===== config.mk =====
export PLATFORM = sky130hd
export DESIGN_NAME = escaped_byte_frame_receiver
export DESIGN_NICKNAME = d
export VERILOG_FILES = /design/src/design/ebfr_pkg.sv /design/src/design/escaped_byte_frame_receiver.sv /design/src/design/ebfr_core.sv
export SDC_FILE = /design/constraint.sdc
export NUM_CORES = 1
export LEC_CHECK = 0
export BUFFER_PORTS_ARGS = -buffer_cell sky130_fd_sc_hd__buf_2
export CORE_AREA = 2 2 63 95
export CTS_CLUSTER_SIZE = 16
export DETAILED_ROUTE_END_ITERATION = 16
export DIE_AREA = 0 0 65 97
export PLACE_DENSITY = 0.76
export SLEW_MARGIN = 20
export SYNTH_ARGS = -nofsm -noshare
export SYNTH_HDL_FRONTEND = slang
export SYNTH_SLANG_ARGS = --single-unit

===== constraint.sdc =====
create_clock -name clk -period 5.4 [get_ports clk]
set_input_delay 0.54 -clock clk [delete_from_list [all_inputs] [get_ports clk]]
set_output_delay 0.54 -clock clk [all_outputs]
set_load 0.005 [all_outputs]

===== src/design/ebfr_pkg.sv =====
package ebfr_pkg;

  // Framing bytes on the serial link.
  localparam logic [7:0] BYTE_FLAG = 8'h10;
  localparam logic [7:0] BYTE_ESC  = 8'h1b;

  // Reply codes carried on the result channel.
  localparam logic REPLY_ACK  = 1'b0;
  localparam logic REPLY_NACK = 1'b1;

  // Field widths of the result channel.
  localparam int LEN_W  = 3;
  localparam int DATA_W = 32;
  // Number of payload bytes that fit in the packed data field.
  localparam int OUT_BYTES = DATA_W / 8;

  // Default largest payload of one frame.
  localparam int MAX_PAYLOAD_DEF = 4;

  // Deframer modes; the fourth code is unused and behaves as idle.
  typedef enum logic [1:0] {
    MODE_IDLE = 2'd0,
    MODE_DATA = 2'd1,
    MODE_ESC  = 2'd2
  } mode_t;

  // One result produced by a received byte.
  typedef struct packed {
    logic              valid;
    logic              reply_code;
    logic [LEN_W-1:0]  payload_length;
    logic [DATA_W-1:0] payload_data;
  } result_t;

endpackage


===== src/design/escaped_byte_frame_receiver.sv =====
// Byte-stuffed frame receiver.
// The input channel (in_valid, in_ready, in_rx_byte) takes one received
// byte per transaction. A frame opens with the flag byte 0x10 and closes
// with another flag; the escape byte 0x1b makes the next byte literal, and
// that byte must be a flag or an escape. Bytes outside a frame are dropped.
// The result channel (out_valid, out_ready, out_*) gives one transaction
// per closed or broken frame: ACK with the length and the first four
// payload bytes packed low byte first, or NACK with zero length and data
// for an empty frame, an overflow past MAX_PAYLOAD or a bad escape.
// A byte is handled in the cycle it is accepted and its reply appears on
// the output register in the next cycle. One byte is taken every cycle; the
// input stalls only while a reply waits in the output register and the
// receiver holds out_ready low, since the next byte may produce a reply.
// Reset (rst_n low, synchronous) returns the deframer to idle with no
// bytes held and empties the output register.
module escaped_byte_frame_receiver import ebfr_pkg::*; #(
  parameter int MAX_PAYLOAD = MAX_PAYLOAD_DEF
) (
  input  logic              clk,
  input  logic              rst_n,
  input  logic              in_valid,
  output logic              in_ready,
  input  logic [7:0]        in_rx_byte,
  output logic              out_valid,
  input  logic              out_ready,
  output logic              out_reply_code,
  output logic [LEN_W-1:0]  out_payload_length,
  output logic [DATA_W-1:0] out_payload_data
);

  logic    step;
  result_t res;
  logic    out_valid_r, out_valid_nxt;
  logic              reply_code_r;
  logic [LEN_W-1:0]  length_r;
  logic [DATA_W-1:0] data_r;

  // Accept a byte whenever the output register is free or being emptied.
  assign in_ready = !out_valid_r || out_ready;
  assign step     = in_valid && in_ready;

  ebfr_core #(
    .MAX_PAYLOAD(MAX_PAYLOAD)
  ) u_core (
    .clk     (clk),
    .rst_n   (rst_n),
    .step    (step),
    .rx_byte (in_rx_byte),
    .res     (res)
  );

  // Output register valid flag.
  always_comb begin
    if (step && res.valid) begin
      out_valid_nxt = 1'b1;
    end else if (out_ready) begin
      out_valid_nxt = 1'b0;
    end else begin
      out_valid_nxt = out_valid_r;
    end
  end

  always_ff @(posedge clk) begin
    if (!rst_n) begin
      out_valid_r <= 1'b0;
    end else begin
      out_valid_r <= out_valid_nxt;
    end
  end

  // Output payload loads with each new reply.
  always_ff @(posedge clk) begin
    if (step && res.valid) begin
      reply_code_r <= res.reply_code;
      length_r     <= res.payload_length;
      data_r       <= res.payload_data;
    end
  end

  assign out_valid          = out_valid_r;
  assign out_reply_code     = reply_code_r;
  assign out_payload_length = length_r;
  assign out_payload_data   = data_r;

endmodule


===== src/design/ebfr_core.sv =====
module ebfr_core import ebfr_pkg::*; #(
  parameter int MAX_PAYLOAD = MAX_PAYLOAD_DEF
) (
  input  logic       clk,
  input  logic       rst_n,
  input  logic       step,
  input  logic [7:0] rx_byte,
  output result_t    res
);

  localparam int CNT_W   = $clog2(MAX_PAYLOAD + 1);
  localparam int STORE_D = (MAX_PAYLOAD < OUT_BYTES) ? MAX_PAYLOAD : OUT_BYTES;
  localparam logic [CNT_W-1:0] MAX_CNT = CNT_W'(MAX_PAYLOAD);

  mode_t            mode_r, mode_nxt;
  logic [CNT_W-1:0] count_r, count_nxt;
  logic [7:0]       store_r [STORE_D];
  logic             store_en;
  logic             full;
  logic [DATA_W-1:0] packed_data;

  assign full = (count_r == MAX_CNT);

  // Pack the held bytes, first byte lowest; positions not yet filled read as zero.
  always_comb begin
    packed_data = '0;
    for (int i = 0; i < STORE_D; i++) begin
      if (CNT_W'(i) < count_r) begin
        packed_data[8*i +: 8] = store_r[i];
      end
    end
  end

  // Next mode, byte count and result for the byte at the input.
  always_comb begin
    mode_nxt           = mode_r;
    count_nxt          = count_r;
    store_en           = 1'b0;
    res.valid          = 1'b0;
    res.reply_code     = REPLY_NACK;
    res.payload_length = '0;
    res.payload_data   = '0;
    case (mode_r)
      MODE_DATA: begin
        if (rx_byte == BYTE_ESC) begin
          mode_nxt = MODE_ESC;
        end else if (rx_byte == BYTE_FLAG) begin
          res.valid = 1'b1;
          if (count_r != '0) begin
            res.reply_code     = REPLY_ACK;
            res.payload_length = LEN_W'(count_r);
            res.payload_data   = packed_data;
          end
          mode_nxt  = MODE_IDLE;
          count_nxt = '0;
        end else if (full) begin
          res.valid = 1'b1;
          mode_nxt  = MODE_IDLE;
          count_nxt = '0;
        end else begin
          store_en  = 1'b1;
          count_nxt = count_r + 1'b1;
        end
      end
      MODE_ESC: begin
        if ((rx_byte != BYTE_FLAG && rx_byte != BYTE_ESC) || full) begin
          res.valid = 1'b1;
          mode_nxt  = MODE_IDLE;
          count_nxt = '0;
        end else begin
          store_en  = 1'b1;
          count_nxt = count_r + 1'b1;
          mode_nxt  = MODE_DATA;
        end
      end
      default: begin
        if (rx_byte == BYTE_FLAG) begin
          mode_nxt = MODE_DATA;
        end else begin
          mode_nxt = MODE_IDLE;
        end
        count_nxt = '0;
      end
    endcase
  end

  // Mode and count registers advance once per accepted byte.
  always_ff @(posedge clk) begin
    if (!rst_n) begin
      mode_r  <= MODE_IDLE;
      count_r <= '0;
    end else if (step) begin
      mode_r  <= mode_nxt;
      count_r <= count_nxt;
    end
  end

  // Payload bytes; only the first few are kept since only those are reported.
  for (genvar g = 0; g < STORE_D; g++) begin : g_store
    always_ff @(posedge clk) begin
      if (step && store_en && count_r == CNT_W'(g)) begin
        store_r[g] <= rx_byte;
      end
    end
  end

  // The byte count never runs past the largest payload.
  a_count_bound: assert property (@(posedge clk) disable iff (!rst_n)
    count_r <= MAX_CNT)
    else $error("byte count exceeds the largest payload");

  // Outside a frame no bytes are held.
  a_idle_empty: assert property (@(posedge clk) disable iff (!rst_n)
    mode_r == MODE_IDLE |-> count_r == '0)
    else $error("idle with bytes held");

  // Every reply ends the frame.
  a_reply_idle: assert property (@(posedge clk) disable iff (!rst_n)
    step && res.valid |=> mode_r == MODE_IDLE && count_r == '0)
    else $error("frame not closed after a reply");

endmodule

* Yosys cells after proc, flatten, opt, wreduce, memory -nomap -nowiden *
Memory sizes are Yosys's and may differ from the RTL's.
Cells that the tools add are included.

storage, ports and cells
  register bits after elaboration = 42
  memories kept = 1
  output and inout port bits = 38
  bits in writable memories = 32
  latch bits = 0
  bits in read-only memories = 0

cells by class
  multiply operators = 0
  shift-type cells = 0
  bitwise gates (word level) = 7
  order comparisons = 4
  add/sub/neg operators = 1
  mux-type cells = 46
  divide/modulo/power cells = 0
  equal/unequal tests = 12
  reduce and logical (&&, ||, !) cells = 25

memories
  name            depth  bits a word  read ports  clocked after memory_dff  write ports  RTL line         RTL
  u_core.store_r  4      8            4           0                         1            ebfr_core.sv:17  logic [7:0] store_r [STORE_D];

operators by type and width
  kind                                                                 count
  36-bit 2-to-1 mux                                                    2
  8-bit 2-to-1 mux                                                     7
  37-bit 2-to-1 mux                                                    1
  8-bit OR reduction                                                   3
  1-bit 2-to-1 mux                                                     22
  5-bit OR reduction                                                   4
  8-bit by 5-bit == test with 1-bit output, second input constant      2
  8-bit by 5-bit != test with 1-bit output, second input constant      2
  2-bit 2-to-1 mux                                                     6
  3-bit 2-to-1 mux                                                     4
  1-bit logical AND                                                    8
  1-bit NOT                                                            7
  3-bit by 2-bit == test with 1-bit output, second input constant      2
  1-bit by 3-bit < comparator with 1-bit output, first input constant  2
  2-bit by 3-bit < comparator with 1-bit output, first input constant  2
  3-bit case mux with 2 select lines                                   1
  4-bit by 1-bit != test with 1-bit output, second input constant      1
  1-bit case mux with 2 select lines                                   2
  2-bit case mux with 2 select lines                                   1
  2-bit AND reduction                                                  2
  4-bit OR reduction                                                   1
  3-bit by 1-bit adder with 3-bit output, second input constant        1
  3-bit by 1-bit == test with 1-bit output, second input constant      1
  3-bit == test, second input constant                                 1
  9 further kinds                                                      10

* Depth between registers and ports, before layout *
  depth after elaboration = 13
  depth in mapped cells = 7

* Cells and area by module *
From an unflattened synthesis, not the netlist that was laid out.

unflattened totals
  cells, all modules = 185
  area total of the unflattened synthesis = 2,975.4 µm²

by module, submodules not included
  module                       area an instance (µm²)  cells an instance  sequential area each (µm²)  times used
  ebfr_core                    1,823.0                 143                1,061.0                     1
  escaped_byte_frame_receiver  1,152.4                 42                 1,101.1                     1

* Worst setup path before layout *
No wires, ideal clock.

  path type = input to register
  start point = in in_rx_byte[7]
  end point = reg data_r[0] (netlist: out_payload_data[0]) (enable)
  arrival time = 3.823 ns
  data required time = 4.926 ns
  path slack = 1.102 ns
  stages = 5
  cell sequence = nor3b_2 -> nand3_1 -> a211oi_1 -> a211oi_1 -> nor3_1

on the way
  word-level cells in the longest chain between the ends = 6
  elaborated cells between the ends (all ways) = 11

RTL lines
  item                                      RTL line                           RTL
  from (decl)                               escaped_byte_frame_receiver.sv:23  input logic [7:0] in_rx_byte,
  8-bit by 5-bit != test with 1-bit output  ebfr_core.sv:66                    if ((rx_byte != BYTE_FLAG && rx_byte != BYTE_ESC) || full) begin
  1-bit logical AND                         ebfr_core.sv:66
  1-bit logical OR                          ebfr_core.sv:66
  1-bit 2-to-1 mux                          ebfr_core.sv:66
  1-bit case mux with 2 select lines (*)    ebfr_core.sv:43                    case (mode_r)
  1-bit logical AND (*)                     escaped_byte_frame_receiver.sv:73  if (step && res.valid) begin
  to (signal assigned)                      escaped_byte_frame_receiver.sv:76  data_r <= res.payload_data;
  to (decl)                                 escaped_byte_frame_receiver.sv:36  logic [DATA_W-1:0] data_r;

Every way passes the cells marked *; elsewhere a longest branch is shown, timed or not.
A chain may end at the register's enable or synchronous reset.

* Worst setup path after layout *
  start point = reg u_core.count_r[0]
  end point = reg data_r[9] (netlist: out_payload_data[9]) (enable)

on the way
  word-level cells in the longest chain between the ends = 6
  elaborated cells between the ends (all ways) = 8

RTL lines
  item                                    RTL line                           RTL
  from (decl)                             ebfr_core.sv:16                    logic [CNT_W-1:0] count_r, count_nxt;
  from (signal assigned)                  ebfr_core.sv:94                    count_r <= count_nxt;
  3-bit == test (*)                       ebfr_core.sv:22                    assign full = (count_r == MAX_CNT);
  1-bit 2-to-1 mux                        ebfr_core.sv:56                    end else if (full) begin
  1-bit 2-to-1 mux                        ebfr_core.sv:47                    end else if (rx_byte == BYTE_FLAG) begin
  37-bit 2-to-1 mux                       ebfr_core.sv:45                    if (rx_byte == BYTE_ESC) begin
  1-bit case mux with 2 select lines (*)  ebfr_core.sv:43
  1-bit logical AND (*)                   escaped_byte_frame_receiver.sv:73

Marks and branches as above.

==> results.yml <==
clock_network:
  worst_setup_hold_path_clk_slew_ns: 0.07
  cts_tree: "yes"
  cts_buffers: 9
  post_cts_buffers: 0
  worstSkewPairLatency_ns: 0.33
  cts_hold_buffers: 0
  cts_resized: 0
  clockBufferDepth: 2
  cts_sinks: 74
  cts_root_buf: "clkbuf_8"
  htreeDepth: 3
final_layout:
  drive_gt1_frac: 0.308
  area_growth_pct: 17.2
  utilization: 0.624
  fillCellCount: 402
  finish.net_count: 259
  n_antenna_cell: 0
timing:
  hold_violations: 0
  worst_slew_pin_slew_ns: 0.441
  setup_viol: 0
  fin_tns_setup_ns: 0
  post-route-period-util: 0.410
  fmax_mhz: 452
  max_slew_margin: 0.706
  period_minus_slack_ns: 2.21
  fin_skew_ns: 0.00892
  rsz0062_at_grt: "no"
  slew_viol_final: 0
pwr:
  vdd_drop_max_v: 0.000132
  p_leak_nw: 1.21
  p_per_area_nw_per_um2: 293
  power_w: 0.000989
run_status:
  status: "complete, no violations"
worst_hold_path:
  min_path_type: "in -> reg"
setup_path:
  start_kind: "register"
  critPathMaxStageDelay_ns: 0.41
  cp_slowest_cell: "buf_4"
  path_cells: "inv_1 -> ha_1 -> nand2_1 -> a211oi_1 -> a211oi_1 -> nor3_2 -> buf_4"
  crit_fanout: 36
  cp.arrival_ns: 2.19
  crit_type: "reg -> reg"
  endpoint_kind: "register"
  cp_top_family: "buffers and inverters"
  cp.required_ns: 5.38
  crit_buf_inv: 2
  cpMostUsedCell: "a211oi_1"
placement:
  place_congestion: 0.818
  dp_hpwl_mm: 3.32
  io_buffer_count: 49
yosys:
  synthFlopType: "edfxtp_1"
  synth_area_um2: 2880
  synth_area_leader_cell: "edfxtp_1"
  yosysTopAreaCellShare: 0.709
  yosys_warnings: 0
  yosysSeqAreaShare: 0.750
  yosys-top-cells-area: "edfxtp_1 71%, and2_1 8.0%, dfxtp_1 4.2%"
  async_flop_share: 0
  syn_nets: 199
  syn_avg_cell_area_um2: 15.8
  synth_edf_count: 68
  synth_cells: 182
  ys_seq_elements: 74
  ys_top_cells_by_count: "68 x edfxtp_1, 37 x and2_1, 9 x inv_1"
  ys_types: 35
  synth_most_common_cell: "edfxtp_1"
global_routing:
  grt_pass1_wl_mm: 7.57
  grt_overflow: 0
  grt_antenna_before_repair: 0
  grtUsageTotal: 0.163
  grt_pass1_vias: 1548
  grt_start_max_net_pins: 37
floorplan:
  fp.dieW_um: 65
  core_um2: 5410
  rows: 33
  die_h_um: 97
  ios: 50
  start_util: 0.533
  die_area_um2: 6310
route:
  drt_iter0_markers: 64
  ant_nets: 0
  vias: 1609
  dr.pass1.iters: 4
  wl_per_cell_um: 14.7
  vias_per_cell: 5.08
  drc_errors: 0
  wl_mm: 4.66
job:
  drv_cap: 0
-- registers in the layout, summed over array words and instances, names as in the netlist --
signal / cells
out_payload_data: 32
u_core.store_r: 32
out_payload_length: 3
u_core.count_r: 3
u_core.mode_r: 2
out_reply_code: 1
out_valid: 1
-- per-stage QoR --
stage | worst slack (ns) | instance area [um2] | hold slack [ns] | instances
finish | 3.19 | 3380 | 0.465 | 317
global route | 3.00 | 3380 | 0.463 | 317
CTS | 3.17 | 3380 | 0.453 | 317
detailed placement | 2.88 | 3220 | 0.501 | 301
global placement | 2.91 | 3220 | 0.503 | 301
floorplan | 1.10 | 2880 | 0.490 | 182
-- layer usage --
| layer | GRT usage | wire (um) | up-vias |
|---|---|---|---|
| li1 | - | - | 793 |
| met3 | 0.0384 | 211 | 6 |
| met2 | 0.283 | 2600 | 44 |
| met1 | 0.180 | 1810 | 766 |
| met5 | 0 | 0 | - |
| met4 | 0.0884 | 40 | 0 |
-- power breakdown --
group          switching (W)   total, W  internal, W
registers      0.00000000742   0.000619     0.000619
logic              0.0000121  0.0000171   0.00000499
clock network       0.000189   0.000352     0.000163
-- final timing paths --
path         slack [ns]                                  to  cells past startpoint                            from
max                3.19   out_payload_data[9]$_SDFFCE_PP0P_                      7  u_core.count_r[0]$_SDFFE_PN0P_
min                0.47      u_core.store_r[0][4]$_DFFE_PP_                      1                   in_rx_byte[4]
max reg2reg        3.19   out_payload_data[9]$_SDFFCE_PP0P_                      7  u_core.count_r[0]$_SDFFE_PN0P_
min reg2reg        0.52  out_payload_data[27]$_SDFFCE_PP0P_                      1  u_core.store_r[3][3]$_DFFE_PP_
-- kinds of logic (layout without fill, tap and decap cells) --
group	Yosys count	in the layout	synth area share
flip-flops	74	74	0.750
AND/OR/NAND/NOR	67	67	0.141
AO/OA/AOI/OAI	24	24	0.0664
buffers and inverters	11	76	0.0169
adder cells (fa/ha/maj)	5	5	0.0217
multiplexers	1	1	0.00347
-- area by class of cell --
class	count	area [um2]	share of cell area
well taps	70	87.6	0.0259
inverters	10	37.5	0.0111
multi-input cells	97	676	0.200
flip-flops and latches	74	2160	0.640
clock buffers	10	128	0.0378
clock inverters	6	33.8	0.0100
repair buffers	50	253	0.0748
-- worst register-to-register path: stages, from the launching register on --
cell and delay, ns:
dfxtp_1 0.37, inv_1 0.13, ha_1 0.25, nand2_1 0.15
a211oi_1 0.26, a211oi_1 0.11, nor3_2 0.16, buf_4 0.41
-- layout by cell type (no fill, tap or decap), types with 2 or more instances in the layout --
cell type / netlist / routed
clkinv_1: 1 / 3
inv_1: 9 / 9
clkbuf_8: 0 / 9
and2_1: 37 / 37
nand3_1: 5 / 5
o21ai_1: 2 / 2
and3_1: 3 / 3
ha_1: 5 / 5
nor2_1: 4 / 4
clkinv_2: 0 / 2
a211oi_1: 3 / 3
nor2_2: 3 / 3
dfxtp_1: 6 / 6
nand2_1: 6 / 6
a31oi_1: 3 / 3
a21oi_1: 6 / 6
edfxtp_1: 68 / 68
nand4_1: 2 / 2
buf_2: 0 / 49
No activity file was read; power rests on OpenSTA's default activity.
